===== config.mk =====
export PLATFORM = sky130hd
export DESIGN_NAME = dpec_back
export DESIGN_NICKNAME = d
export VERILOG_FILES = /design/src/design/dpec_pkg.sv /design/src/design/dpec_back.sv
export SDC_FILE = /design/constraint.sdc
export NUM_CORES = 1
export LEC_CHECK = 0
export ABC_CLOCK_PERIOD_IN_PS = 5800
export BUFFER_PORTS_ARGS = -buffer_cell sky130_fd_sc_hd__clkbuf_2
export CORE_ASPECT_RATIO = 1.25
export CORE_MARGIN = 2
export CORE_UTILIZATION = 51
export CTS_CLUSTER_DIAMETER = 120
export DETAILED_ROUTE_END_ITERATION = 7
export GPL_ROUTABILITY_DRIVEN = 0
export PLACE_DENSITY_LB_ADDON = 0.25
export RECOVER_POWER = 25
export SLEW_MARGIN = 20
export SYNTH_ARGS = -nofsm -noshare
export SYNTH_HDL_FRONTEND = slang
export SYNTH_SLANG_ARGS = --single-unit
export TNS_END_PERCENT = 30

===== constraint.sdc =====
create_clock -name clk -period 5.8 [get_ports clk]
set_input_delay 1.45 -clock clk [delete_from_list [all_inputs] [get_ports clk]]
set_output_delay 1.45 -clock clk [all_outputs]
set_load 0.02 [all_outputs]

===== src/design/dpec_pkg.sv =====
package dpec_pkg;
  localparam int VALUE_WIDTH_DEF = 24;
  localparam int CD_WIDTH = 23;
  localparam logic [CD_WIDTH-1:0] CD_RESET = 23'd2560;
endpackage


===== src/design/dpec_back.sv =====
module dpec_back
  import dpec_pkg::*;
#(
  parameter int VW = VALUE_WIDTH_DEF,
  parameter int QW = VW + 1,
  parameter int TW = 4 * VW + 4
) (
  input  logic                 clk,
  input  logic                 rst,
  input  logic                 en,
  input  logic                 q_valid,
  input  logic [QW-1:0]        q_x,
  input  logic [QW-1:0]        q_y,
  input  logic [TW-1:0]        tag,
  output logic                 out_valid,
  output logic                 in_contact,
  output logic signed [VW-1:0] a_new_vel_x,
  output logic signed [VW-1:0] a_new_vel_y,
  output logic signed [VW-1:0] b_new_vel_x,
  output logic signed [VW-1:0] b_new_vel_y
);
  localparam int EW = VW + 3;
  localparam logic signed [EW-1:0] HI = EW'((64'd1 << (VW - 1)) - 64'd1);
  localparam logic signed [EW-1:0] LO = -HI - EW'(1);

  logic signed [VW-1:0] avx, avy, bvx, bvy;
  logic                 contact, apply, negx, negy;
  logic signed [EW-1:0] sqx, sqy, nax, nay, nbx, nby;

  function automatic logic signed [VW-1:0] clip(input logic signed [EW-1:0] v);
    if (v > HI) clip = HI[VW-1:0];
    else if (v < LO) clip = LO[VW-1:0];
    else clip = v[VW-1:0];
  endfunction

  always_comb begin
    {avx, avy, bvx, bvy, contact, apply, negx, negy} = tag;
    sqx = negx ? -$signed(EW'(q_x)) : $signed(EW'(q_x));
    sqy = negy ? -$signed(EW'(q_y)) : $signed(EW'(q_y));
    if (!apply) begin
      sqx = '0;
      sqy = '0;
    end
    nax = EW'(avx) - sqx;
    nay = EW'(avy) - sqy;
    nbx = EW'(bvx) + sqx;
    nby = EW'(bvy) + sqy;
  end

  always_ff @(posedge clk) begin
    if (rst) begin
      out_valid <= 1'b0;
    end else if (en) begin
      out_valid <= q_valid;
    end
  end

  always_ff @(posedge clk) begin
    if (en) begin
      in_contact  <= contact;
      a_new_vel_x <= clip(nax);
      a_new_vel_y <= clip(nay);
      b_new_vel_x <= clip(nbx);
      b_new_vel_y <= clip(nby);
    end
  end
endmodule


# Word-level counts from Yosys, hierarchy flattened
# Cells that the tools add are included.
# word_totals
word_cells,28
ff_bits,98
# op_classes
muxes,8
addsub,6
magnitude_cmp,8
# ops
op,count
$gt 27x24->1 const B,4
$lt 27x24->1 const B,4
$mux 27,4
$mux 24,4
$add 24x27->27,2
$neg 25->27,2
$sub 24x27->27,2

# Depth between registers and ports, before layout
# Gate-level depths: netlist (run 1).
# logic_depth
word_depth,6
mapped_depth,22

# Worst setup path after synthesis (run 1)
# No wires, ideal clock.
# synth_path
path_type,input port to flip-flop
start,input q_x[8]
end,register a_new_vel_x[5] (data pin)
arrival_time_ns,5.674
cell_stages,16
setup_slack_ns,-0.135
setup_time_ns,0.261
cell_sequence,nor4_2 nand4b_2 or4_4 or4_4 o41ai_1 xor2_1 nand2b_1 ha_1 clkbuf_1 nand3_1 or4_1 o211ai_1 xor2_1 o31ai_1 buf_4 o21ai_1
# synth_between
elab_chain_cells,6
# synth_lines
element,line_no,rtl
start: declaration,dpec_back.sv:12,"input logic [QW-1:0] q_x,"
$neg 25->27,dpec_back.sv:38,sqx = negx ? -$signed(EW'(q_x)) : $signed(EW'(q_x));
$mux 27 (*),dpec_back.sv:38,
$mux 27 (*),dpec_back.sv:40,if (!apply) begin
$sub 24x27->27 (*),dpec_back.sv:44,nax = EW'(avx) - sqx;
$lt 27x24->1,dpec_back.sv:32,else if (v < LO) clip = LO[VW-1:0];
$mux 24,dpec_back.sv:32,
end signal: assignment,dpec_back.sv:61,a_new_vel_x <= clip(nax);
end: declaration,dpec_back.sv:17,"output logic signed [VW-1:0] a_new_vel_x,"
# Mark *: on every way between the ends. The rest lies on a longest branch, timed or not.
# A chain may end at the register's enable or synchronous reset.

# Final worst setup path (run 1)
# layout_path
start,input q_x[7]
end,register a_new_vel_x[2] (data pin)
# The elaborated chain is that of the path after synthesis.

==> results, run 1 <==
- For the worst setup path, the data required time is 5.91 ns.
- The initial antenna violation count is 7.
- The floorplan has 59 rows.
- The master cell of the clock root buffer is clkbuf_16.
- The HPWL after detailed placement is 24.73 mm.
- At the pin with the least slew margin, the transition time is about 3.4 ns.
- Counting flops and latches in the post-synthesis netlist gives 98.
- The design area is between 0.01 and 0.015 sq mm.
- Summing internal, switching and leakage power gives 3536 uW.
- The number of max-slew violations in the final report is 61.
- Yosys attributes the largest share of cell area to edfxtp_1, ha_1, xor2_1, a21o_1, a21oi_1.
- The final reports fail on capacitance limit, slew limit.
- The largest voltage drop on the vdd net is 0.0001906 V.
- The type of the worst setup path is input port to register.
- Synthesis produced approximately 1300 cells.
- In the routed design, unresolved DRC markers number 0.
- In this run the vertical extent of the chip is 167.2 microns.
- The number of buffer and inverter instances along the worst setup path is 4.
- At the placement stage, the worst setup path has a slack of -0.2245 ns.
- Of the synthesized area, sequential elements account for 26.98%.
- CTS built an H-tree with a depth of 3.
- Global routing used 26.32% of the available tracks across all layers.
- For this run, the number of Yosys warnings is 0.
- The register-to-register setup slack is around 5.2 ns.
- The clock arrives with 0 ns of skew.
- The clock tree from TritonCTS is yes.
- The most common cell in the synthesized netlist is ha_1.
- The number of synthesized flops with an enable pin is 97.
- In this run the tool buffered the top-level ports with 251 buffer cells.
- The number of global-route vias before repair is 9866.
- In this run, the number of DRC markers left after iteration 0 of detailed routing was 724.
- After synthesis, the most frequently instantiated cells are ha_1, a21oi_1, edfxtp_1.
- Relative to the synthesized area, the layout overhead comes to 26.46%.
- The core region is 0.02089 sq mm.
- The clock reaches the later pin of the worst-skew pair after 0.34 ns.
- The critical path's top delay family is simple AND/OR/NAND/NOR gates.
- Once routing completed, OpenROAD measured the worst setup slack at 0.1002 ns.
- The period utilization is 98.27%.
- The number of detailed-routing iterations run before antenna repair is 6.
- The top-level port count is 252.
- The post-cts hold buffer count is 0.
- The x dimension of the die is 134.6 microns.
- The full die area is about 0.023 sq mm.
- When the netlist entered floorplanning its net count stood at 1527.
- The effective utilization at floorplan is 52.03%.
- The worst path needs 5.700 ns of the cycle, external delays included.
- The most used flip-flop cell after synthesis is edfxtp_1.
- The critical-path maximum fanout is 6.
- Measured on the finished design, the core utilization comes to 65.80%.
- edfxtp_1 takes more of the synthesized area than any other cell.
- The total clock buffers created by CTS is 9.
- The mean number of vias per cell is between 5 and 6.
- Setup violations remaining at the end of the flow were counted as 0.
- The via count of the routed design is ~11000.
- The wire length of the first global-routing pass is 47.91 mm.
- For this design, the sink count on the clock tree is 98.
- The area taken by flip-flops and latches is approximately 0.0029 sq mm.
- In this run the biggest area consumer among cell types represents 26.80% of the synthesized area.
- Of the cells placed in the final design, the portion with a size suffix greater than 1 is 27.13%.
- The analysis attributes to cell leakage a power of between 0.006 and 0.007 uW.
- The data arrival time of the worst path is roughly 5.8 ns.
- The flow ran to the end, but the final reports show violations.
- The tool flagged a number of max-cap violations equal to 1.
- In the final design database the tool counted 1874 nets.
- The pin count of the biggest net entering global routing is 61.
- Summing all placed instances gives a cell area of 0.01320 sq mm.
- After clock tree synthesis, the clock-pin slew on the worst setup and hold paths is 0.07 ns.
- On the worst path, the slowest cell contributes a delay of between 0.5 and 0.6 ns.
- The worst setup path is captured at a register.
- The slowest cell on the critical path is or4_4.
- Traced cell by cell, the critical path runs through clkbuf_2 > nor4_4 > nand4b_2 > or4_4 > or4_4 > buf_4 > o21ai_2 > xor2_1 > nand2b_4 > ha_1 > nand2_1 > o21ai_1 > a2111oi_2 > nor3_1 > or3_1 > o32ai_2 > nor3b_4 > a31oi_4 > buf_12 > clkbuf_16 > o21ai_1.
- The deepest clock path buffer count is 2.
- Measured against its own limit, the worst slew margin works out to -127.5%.
- The count of final hold-check violations is 0.
- The per-instance average area after synthesis is 8.662 sq um.
- The final antenna-violating net count is 0.
- STA classifies the critical path startpoint as an input port.
- The number of fill cells is 1805.
- Summing all multi-input logic gate instances after layout gives approximately 0.0076 sq mm.
- In this run the cell area of the synthesized design comes to 0.01087 sq mm.
- For this run, the top clock speed supported by timing is 0.1754 GHz.
- After global routing the overflow that remains totals 0.
- The areal power density over the cells is about 260 mW/mm^2.
- The path class of the tightest hold or removal check is register to register.
- The async set or reset register ratio after synthesis is 0%.
- Summed over all layers, the routed wires come to 31.01 mm.
- After detailed routing, the average wire length per cell comes to 16.43 microns.
- The number of library cell types mapped by synthesis is 83.
report_power, final:
group | leakage (uW) | internal [uW] | switching [uW] | total, uW
logic | 0.00542 | 801 | 1070 | 1880
registers | 0.000963 | 1010 | 47.9 | 1060
clock network | 0.000136 | 333 | 267 | 600
total | 0.00652 | 2150 | 1390 | 3540
metrics by stage:
step	hold WS, ns	instances	TNS [ns]
global route	0.5655	1887	-2.035
CTS	0.5153	1871	0
floorplan	0.5788	1255	-0.008937
detailed placement	0.5050	1855	-11.37
global placement	0.4801	1855	-6.994
finish	0.5145	1887	0
worst reg2reg max path: stages (launching register included):
cell and delay [ns]:
dfxtp_1 0.31, mux2i_1 0.12, nor2_1 0.06
sequential cells by signal, summed over array words and instances, names as in the netlist:
register / cells
a_new_vel_x: 24
a_new_vel_y: 24
b_new_vel_x: 24
b_new_vel_y: 24
in_contact: 1
out_valid: 1
layout make-up:
cell class / instances / share of cell area, %
clock inverter: 5 / 0.4005
multi-input combinational: 1036 / 55.00
clock buffer: 11 / 1.693
inverter: 80 / 2.184
sequential: 98 / 21.33
timing repair buffer: 377 / 16.78
antenna: 6 / 0.1092
tap: 274 / 2.494
worst paths after layout:
path / start / to / cells after the start
setup / recovery: q_x[7] / a_new_vel_x[2] / 21
setup reg to reg: out_valid / out_valid / 2
hold / removal: out_valid / out_valid / 2
hold reg to reg: out_valid / out_valid / 2
cells by family (layout without fill, tap and decap cells):
| family | count (synthesis) | count (layout) | synth area share (%) |
|---|---|---|---|
| AO/OA/AOI/OAI | 432 | 432 | 26.14 |
| adder cells (fa/ha/maj) | 118 | 118 | 13.86 |
| buffers and inverters | 121 | 473 | 4.961 |
| flip-flops | 98 | 98 | 26.98 |
| other | 0 | 6 | 0 |
| XOR/XNOR | 141 | 141 | 11.57 |
| AND/OR/NAND/NOR | 344 | 344 | 16.40 |
| multiplexers | 1 | 1 | 0.09208 |
timing repair:
| item | in CTS | in global routing |
|---|---|---|
| gates resized for setup | 0 | 26 |
| buffers inserted | 0 | 5 |
| endpoints found under the setup margin | 0 | 46 |
| hold endpoints to repair | 0 | 0 |
layer usage:
metal	global-route usage (%)	wire, microns	vias up
met3	2.785	1693	86
met4	12.27	1383	2
met5	0	13	-
li1	-	-	5315
met2	40.68	13770	379
met1	36.94	14150	4876
layout by cell type (no fill, tap or decap), types with 5 or more instances in the layout:
cell type and instances:
a211o_1 5, a211oi_1 14, a21boi_0 5, a21o_1 73, a21oi_1 97, a31oi_1 14
and2_1 12, and3_1 15, buf_12 6, buf_4 113, clkbuf_1 16, clkbuf_16 11
clkbuf_2 237, diode_2 6, edfxtp_1 97, ha_1 113, inv_1 78, nand2_1 94
nand2b_1 53, nand3_1 25, nand4_1 10, nor2_1 61, nor2b_1 10, nor3_1 19
o211ai_1 12, o21a_1 18, o21ai_0 59, o21ai_1 44, o21ai_2 13, o21bai_1 12
o31ai_1 18, or2_2 5, or3_1 8, or4_1 9, xnor2_1 56, xor2_1 80
Power figures use the tool's default switching activity.
==> inputs of run 2 (changes only) <==
--- a/config.mk
+++ b/config.mk
@@ -5,14 +5,16 @@
 export SDC_FILE = /design/constraint.sdc
 export NUM_CORES = 1
 export LEC_CHECK = 0
+export ABC_AREA = 1
 export ABC_CLOCK_PERIOD_IN_PS = 5800
 export BUFFER_PORTS_ARGS = -buffer_cell sky130_fd_sc_hd__clkbuf_2
 export CORE_ASPECT_RATIO = 1.25
 export CORE_MARGIN = 2
-export CORE_UTILIZATION = 51
+export CORE_UTILIZATION = 52
 export CTS_CLUSTER_DIAMETER = 120
 export DETAILED_ROUTE_END_ITERATION = 7
 export GPL_ROUTABILITY_DRIVEN = 0
+export MAX_ROUTING_LAYER = met4
 export PLACE_DENSITY_LB_ADDON = 0.25
 export RECOVER_POWER = 25
 export SLEW_MARGIN = 20
==> run 2 against run 1 <==
- the flow still finishes with violations (capacitance limit, slew limit)
- clock power shrank 5.5%
- worst setup slack gained 0.39 ns
- sequential share of layout area is essentially flat
- critical path type unchanged
- highest routed layer is now met4
==> results, run 2 <==
- The critical-path maximum fanout is 23.
- The largest total area in the synthesized netlist belongs to edfxtp_1.
- The critical path's top delay family is simple AND/OR/NAND/NOR gates.
- The number of detailed-routing iterations run before antenna repair is 7.
- The largest stage delay on the critical path is 0.25 ns.
- Static timing analysis puts the maximum clock frequency at 0.1882 GHz.
- The first global-routing pass estimated 56.34 mm of wire.
- The data arrival time of the worst path is 5.42 ns.
- For the final database, setup skew stands at 0 ns.
- The min-delay analysis places its worst path in the category register to register.
- The areal power density over the cells is 228.1 mW/mm^2.
- The final antenna-violating net count is 0.
- The tool flagged a number of max-cap violations equal to 1.
- The placed instances occupy a cell area of about 0.013 sq mm.
- The count of routing violations after the opening detailed-route iteration is 764.
- The count of final hold-check violations is 0.
- The depth of the CTS H-tree is 3.
- After layout, the worst setup slack is 0.4874 ns.
- In this run the horizontal extent of the chip is 139.7 microns.
- The full die area is ~0.024 sq mm.
- In the routed layout, each cell is associated on average with a via count of ~5.4.
- The effective utilization at floorplan is 52.46%.
- The register bit count reported by yosys is 98.
- A synthesized cell averages 6.368 sq um.
- The master cell of the clock root buffer is clkbuf_16.
- After the last flow step, the layout net total stands at 2393.
- The clock-pin slew reported for the worst setup and hold paths after clock tree synthesis is 0.07 ns.
- The number of remaining DRC errors is 0.
- The number of synthesized flops with an enable pin is 97.
- The largest voltage drop on the vdd net is 0.0001787 V.
- The number of buffers inserted by post-CTS setup repair is 0.
- The total leakage power is 0.007422 uW.
- The run finished, with violations left.
- The core region is 0.02281 sq mm.
- The top cell type by area accounts for 24.34% of the synthesized area.
- The via count of the routed design is 12950.
- The commonest cells after synthesis are nand2_1, inv_1, nor2_1.
- Setup violations remaining at the end of the flow were counted as 0.
- The register-to-register setup slack is around 5.2 ns.
- The most used flip-flop cell after synthesis is edfxtp_1.
- The total clock buffers created by CTS is 9.
- After synthesis, the cell types taking the most area are edfxtp_1, nand2_1, ha_1, inv_1, nor2_1.
- The number of buffer and inverter instances along the worst setup path is 5.
- The signed area change from the synthesized netlist to the final layout is 14.79%.
- The cell with the most instances after synthesis is nand2_1.
- Setup repair after global routing left no endpoint under its margin.
- Synthesis produced a netlist with a net count of between 2000 and 2500.
- The combined area of all synthesized cells is roughly 0.012 sq mm.
- The global router's overall resource usage is 29.63%.
- Before CTS, the worst setup slack after placement is 0.1587 ns.
- The post-route worst hold slack is approximately 0.50 ns.
- The final-layout setup total negative slack is 0 ns.
- The clock latency reported for the late side of the worst-skew pair is 0.35 ns.
- The period utilization is 91.60%.
- The critical path capture point type is a register.
- The top-level port count is 252.
- The data required time of the critical path is 5.90 ns.
- The total power after layout is around 3100 uW.
- TritonCTS built the clock tree.
- Entering global routing, the biggest net connects 54 pins.
- The final critical path time including I/O delays and setup is 5.313 ns.
- The slowest cell on the critical path is nor3_1.
- Leaving out fill and tap cells, the most frequent cells in the layout are nand2_1, inv_1, clkbuf_2, nor2_1, ha_1.
- The finished cells cover 0.01373 sq mm.
- Headroom to the max-slew limit came out at -103.1%.
- The number of global-route vias before repair is 12090.
- The share of cells above drive strength 1 is 13.45%.
- The number of buffers added on ports is 251.
- The number of max-slew violations in the final report came to 54.
- The number of clock sinks seen by CTS is 98.
- The total number of yosys warnings is 0.
- The measured slew at the worst slew-check pin is 3.046 ns.
- For this run, asynchronously set or reset flops after synthesis account for 0%.
- The overflow left after global routing is 0.
- For this block, the routed nets add up to 35.78 mm of wire.
- The type of the worst setup path is input port to register.
- The post-detailed-placement half-perimeter wirelength is 30.14 mm.
- Synthesis produced 1879 cells.
- The worst setup path is launched from an input port.
- The overall die height is 173.6 microns.
- The synthesized netlist contains 49 unique library cells.
- The mean routed wirelength per cell is 14.81 microns.
- The deepest clock path buffer count is 2.
- The most numerous cell on the critical path is nand2_1.
- After floorplanning, the core was divided into 62 placement rows.
- The initial antenna violation count is 1.
- The checks that failed: capacitance limit, slew limit.
- The library cell used most frequently in the layout, excluding fill and tap cells, is nand2_1.
- For this run, the register share of the synthesized area comes to 24.51%.
[run 2: cell types whose count changed after synthesis, sizes merged, moves of 18 or more]
| cell | previous run | this run |
|---|---|---|
| a21o | 73 | 17 |
| clkbuf | 27 | 9 |
| inv | 80 | 287 |
| nand2 | 94 | 633 |
| nand2b | 54 | 0 |
| nand3 | 25 | 104 |
| nor2 | 61 | 222 |
| nor3 | 21 | 44 |
| o21a | 19 | 1 |
| o21ai | 116 | 55 |
| o31ai | 22 | 3 |
| xnor2 | 58 | 22 |
| xor2 | 83 | 49 |
[run 2: metrics by stage]
step / utilization, % / std cells
finish: 60.22 / 2415
global route: 60.22 / 2415
CTS: 60.22 / 2413
detailed placement: 59.02 / 2397
global placement: 59.02 / 2397
floorplan: - / 1879
[run 2: layer usage]
metal	track usage, %	part of all wire, %
met4	12.75	4.4
met2	54.08	51
met1	31.55	37
met5	-	0
met3	4.724	7.5
[run 2: final timing paths]
check            start              end  cells past startpoint
max             q_x[0]  b_new_vel_x[10]                     31
min          out_valid        out_valid                      2
max reg2reg  out_valid        out_valid                      2
min reg2reg  out_valid        out_valid                      2
[run 2: cell families after synthesis]
kind of cell | count (synthesis) | share of synthesized area (%)
buffers and inverters | 318 | 10.59
XOR/XNOR | 71 | 5.260
AND/OR/NAND/NOR | 1048 | 36.20
AO/OA/AOI/OAI | 225 | 10.76
adder cells (fa/ha/maj) | 118 | 12.59
multiplexers | 1 | 0.08366
flip-flops | 98 | 24.51
[run 2: timing repair]
item / CTS / global route
hold buffers: 0 / 0
gates resized for setup: 0 / 3
endpoints found under the setup margin: 0 / 21
[run 2: power breakdown]
group          internal, uW  total (uW)  switching, uW
Clock                   292         567            275
Sequential              971        1010           37.6
Combinational           515        1560           1040
[run 2: worst register-to-register path, stage by stage (launching register included)]
cell and delay [ns]:
dfxtp_1 0.33, mux2i_1 0.06, nor2_1 0.16
[run 2: cell type report]
cell class	instances	area [sq um]
Timing Repair Buffer	259	1290
Sequential cell	98	2933
Tap cell	288	360.3
Multi-Input combinational cell	1464	7792
Inverter	289	1085
Clock inverter	6	42.54
Clock buffer	10	229.0
Fill cell	2241	9072
Antenna cell	1	2.502
==> inputs of run 3 (changes only) <==
--- a/config.mk
+++ b/config.mk
@@ -7,7 +7,7 @@
 export LEC_CHECK = 0
 export ABC_AREA = 1
 export ABC_CLOCK_PERIOD_IN_PS = 5800
-export BUFFER_PORTS_ARGS = -buffer_cell sky130_fd_sc_hd__clkbuf_2
+export BUFFER_PORTS_ARGS = -buffer_cell sky130_fd_sc_hd__buf_2
 export CORE_ASPECT_RATIO = 1.25
 export CORE_MARGIN = 2
 export CORE_UTILIZATION = 52
==> run 3 against run 2 <==
- the flow still finishes with violations (capacitance limit, slew limit)
- clock skew stayed put
- worst hold slack better by 0.0056 ns
- worst setup slack better by 0.045 ns
- flip-flop and latch count stayed put
- sequential share of layout area is 0.058 points lower
- clock-buffer cell count stayed put
- die area stayed put
==> results, run 3 (synthesis gave the netlist of run 2 again) <==
- The number of global-route vias before repair came to 12060.
- The overall die height is ~170 microns.
- The number of buffers added on ports is 251.
- The setup-violating endpoint count in the final report is 0.
- The root buffer cell chosen for the clock tree is clkbuf_16.
- In the routed layout, each cell is associated on average with a via count of 5.326.
- The launch point of the worst hold path is out_valid.
- The final antenna-violating net count is 0.
- Summed over all cells, the static leakage comes to 0.007399 uW.
- Measured in cells, the most critical reg-to-reg path has a length of 2.
- The worst hold path terminates at out_valid.
- Hold repair after CTS inserted 0 buffers.
- The overflow left after global routing is 0.
- The number of instances on the worst hold path is 2.
- The pin count of the biggest net entering global routing is 62.
- In this run the horizontal extent of the chip is 139.7 microns.
- The setup skew after layout is 0 ns.
- The number of max-slew violations in the final report came to just over 60.
- The most common cell after layout, fill and taps aside is nand2_1.
- The quantity of gates resized following cts is 0.
- The type of the worst setup path is input port to register.
- In the layout the commonest cells are nand2_1, inv_1, buf_2, nor2_1, ha_1.
- For this configuration, the core starts out at a cell density of 52.46%.
- For this design the ratio of total power to cell area is 227.6 mW/mm^2.
- The region available for standard cell placement spans 0.02281 sq mm.
- The number of remaining DRC errors is 0.
- The wire length of the first global-routing pass is 55.92 mm.
- The tool flagged a number of max-cap violations equal to 1.
- The final layout contains routed wiring with a total length of 35.75 mm.
- 252 I/O pins were placed.
- The worst path needs ~5.3 ns of the cycle, external delays included.
- The initial antenna violation count came to 8.
- The post-placement setup slack is 0.1506 ns.
- The global router's overall resource usage is between 20% and 30%.
- The total clock buffers created by CTS is 9.
- Data arrives at the worst endpoint at 5.49 ns.
- The maximum frequency from static timing analysis is 0.1898 GHz.
- The register-to-register setup slack is approximately 5.2 ns.
- Dividing the detail-routed wire length by the instance count gives 14.76 microns.
- The critical-path maximum fanout is 11.
- The first routing iteration left approximately 750 violations.
- In the final design database the tool counted roughly 2400 nets.
- Hold is met by 0.5035 ns.
- The critical path startpoint category is an input port.
- The final worst-path setup slack is 0.5322 ns.
- The number of detailed-routing iterations run before antenna repair is 6.
- The row count is 62.
- The full die area is 0.02425 sq mm.
- The later pin in the worst-skew pair is clocked with a latency of 0.35 ns.
- The final-layout setup total negative slack is 0 ns.
- In this run the post-CTS setup repair buffer count came out at 0.
- The run finished, with violations left.
- The clock tree from TritonCTS is yes.
- The HPWL after detailed placement is 30.06 mm.
- The clock-pin slew reported for the worst setup and hold paths after clock tree synthesis is 0.06 ns.
- The critical path capture point type is a register.
- Across the VDD grid, the largest voltage drop is 0.0002111 V.
- The via count of the routed design is 12900.
- The measured slew at the worst slew-check pin is 3.238 ns.
- In this run the worst hold path is classified as register to register.
- The depth of the CTS H-tree is 3.
- Setup repair after global routing left no endpoint under its margin.
- The final core area utilization is between 60% and 70%.
- The area growth from synthesis to layout is 15.10%.
- No sink is reached through more buffers than the 2 on the longest clock path.
- STA puts the critical path data required time at 6.02 ns.
- The count of final hold-check violations is 0.
- Headroom to the max-slew limit came out at -115.9%.
- In this run the critical register-to-register path is launched from out_valid.
- For this design, the sink count on the clock tree is 98.
- The final reports fail on capacitance limit, slew limit.
- The share of cells above drive strength 1 is 13.88%.
- The critical register-to-register path endpoint is out_valid.
- The period utilization is between 90% and 100%.
run 3: power by group:
part	internal (uW)	leakage (uW)	switching [uW]
logic	522	0.00630	1050
clock network	291	0.000129	269
registers	971	0.000966	34.1
total	1780	0.00740	1350
run 3: metal layers:
| metal | GRT usage [%] | part of all wire [%] | vias to the layer above |
|---|---|---|---|
| met5 | - | 0 | - |
| met4 | 13.96 | 4.9 | 0 |
| met3 | 6.188 | 7.7 | 116 |
| met2 | 53.19 | 50 | 478 |
| met1 | 30.53 | 37 | 5744 |
| li1 | - | - | 6562 |
run 3: area by class of cell:
type                    instances  area [sq um]
fillers                      2228          9035
multi-input cells            1465          7810
flip-flops and latches         98          2933
repair buffers                258          1292
inverters                     289          1085
well taps                     288         360.3
clock buffers                  10         229.0
clock inverters                 6         42.54
diodes                          8         20.02
run 3: stage by stage:
step / cell area [sq um] / power, uW / std cells
after floorplan: 11970 / 2141 / 1879
after global placement: 13450 / 2542 / 2396
after detailed placement: 13450 / 2571 / 2396
after CTS: 13730 / 3135 / 2412
after global routing: 13770 / 3362 / 2422
final: 13770 / 3134 / 2422
run 3: worst max path at each step:
| stage | startpoint | slack (ns) | cells past startpoint | end |
|---|---|---|---|---|
| after floorplan | q_x[0] | 1.10 | 30 | b_new_vel_x[10] |
| after global placement | q_x[0] | 0.32 | 28 | b_new_vel_x[14] |
| after detailed placement | q_x[0] | 0.15 | 31 | b_new_vel_x[0] |
| after CTS | q_x[0] | 0.51 | 31 | b_new_vel_x[0] |
| after global routing | q_x[0] | 0.04 | 30 | b_new_vel_x[15] |
| final | q_x[0] | 0.53 | 27 | b_new_vel_x[0] |
run 3: critical path, stage by stage:
cell,delay [ns]
buf_2,0.12
inv_1,0.05
ha_1,0.13
inv_1,0.06
nor3_2,0.20
nand2_2,0.12
nor2_4,0.13
nand2_2,0.10
nor3_2,0.20
nand2_1,0.11
nand2_1,0.10
nand2_1,0.08
inv_1,0.07
o21ai_1,0.08
nor2_1,0.14
nor2_2,0.09
ha_1,0.36
inv_1,0.14
nor3_2,0.22
nand2_1,0.12
nor2_1,0.10
nand2_1,0.08
nand4_1,0.09
nand2_1,0.17
o31ai_2,0.75
nand2_1,0.10
nand2_1,0.12
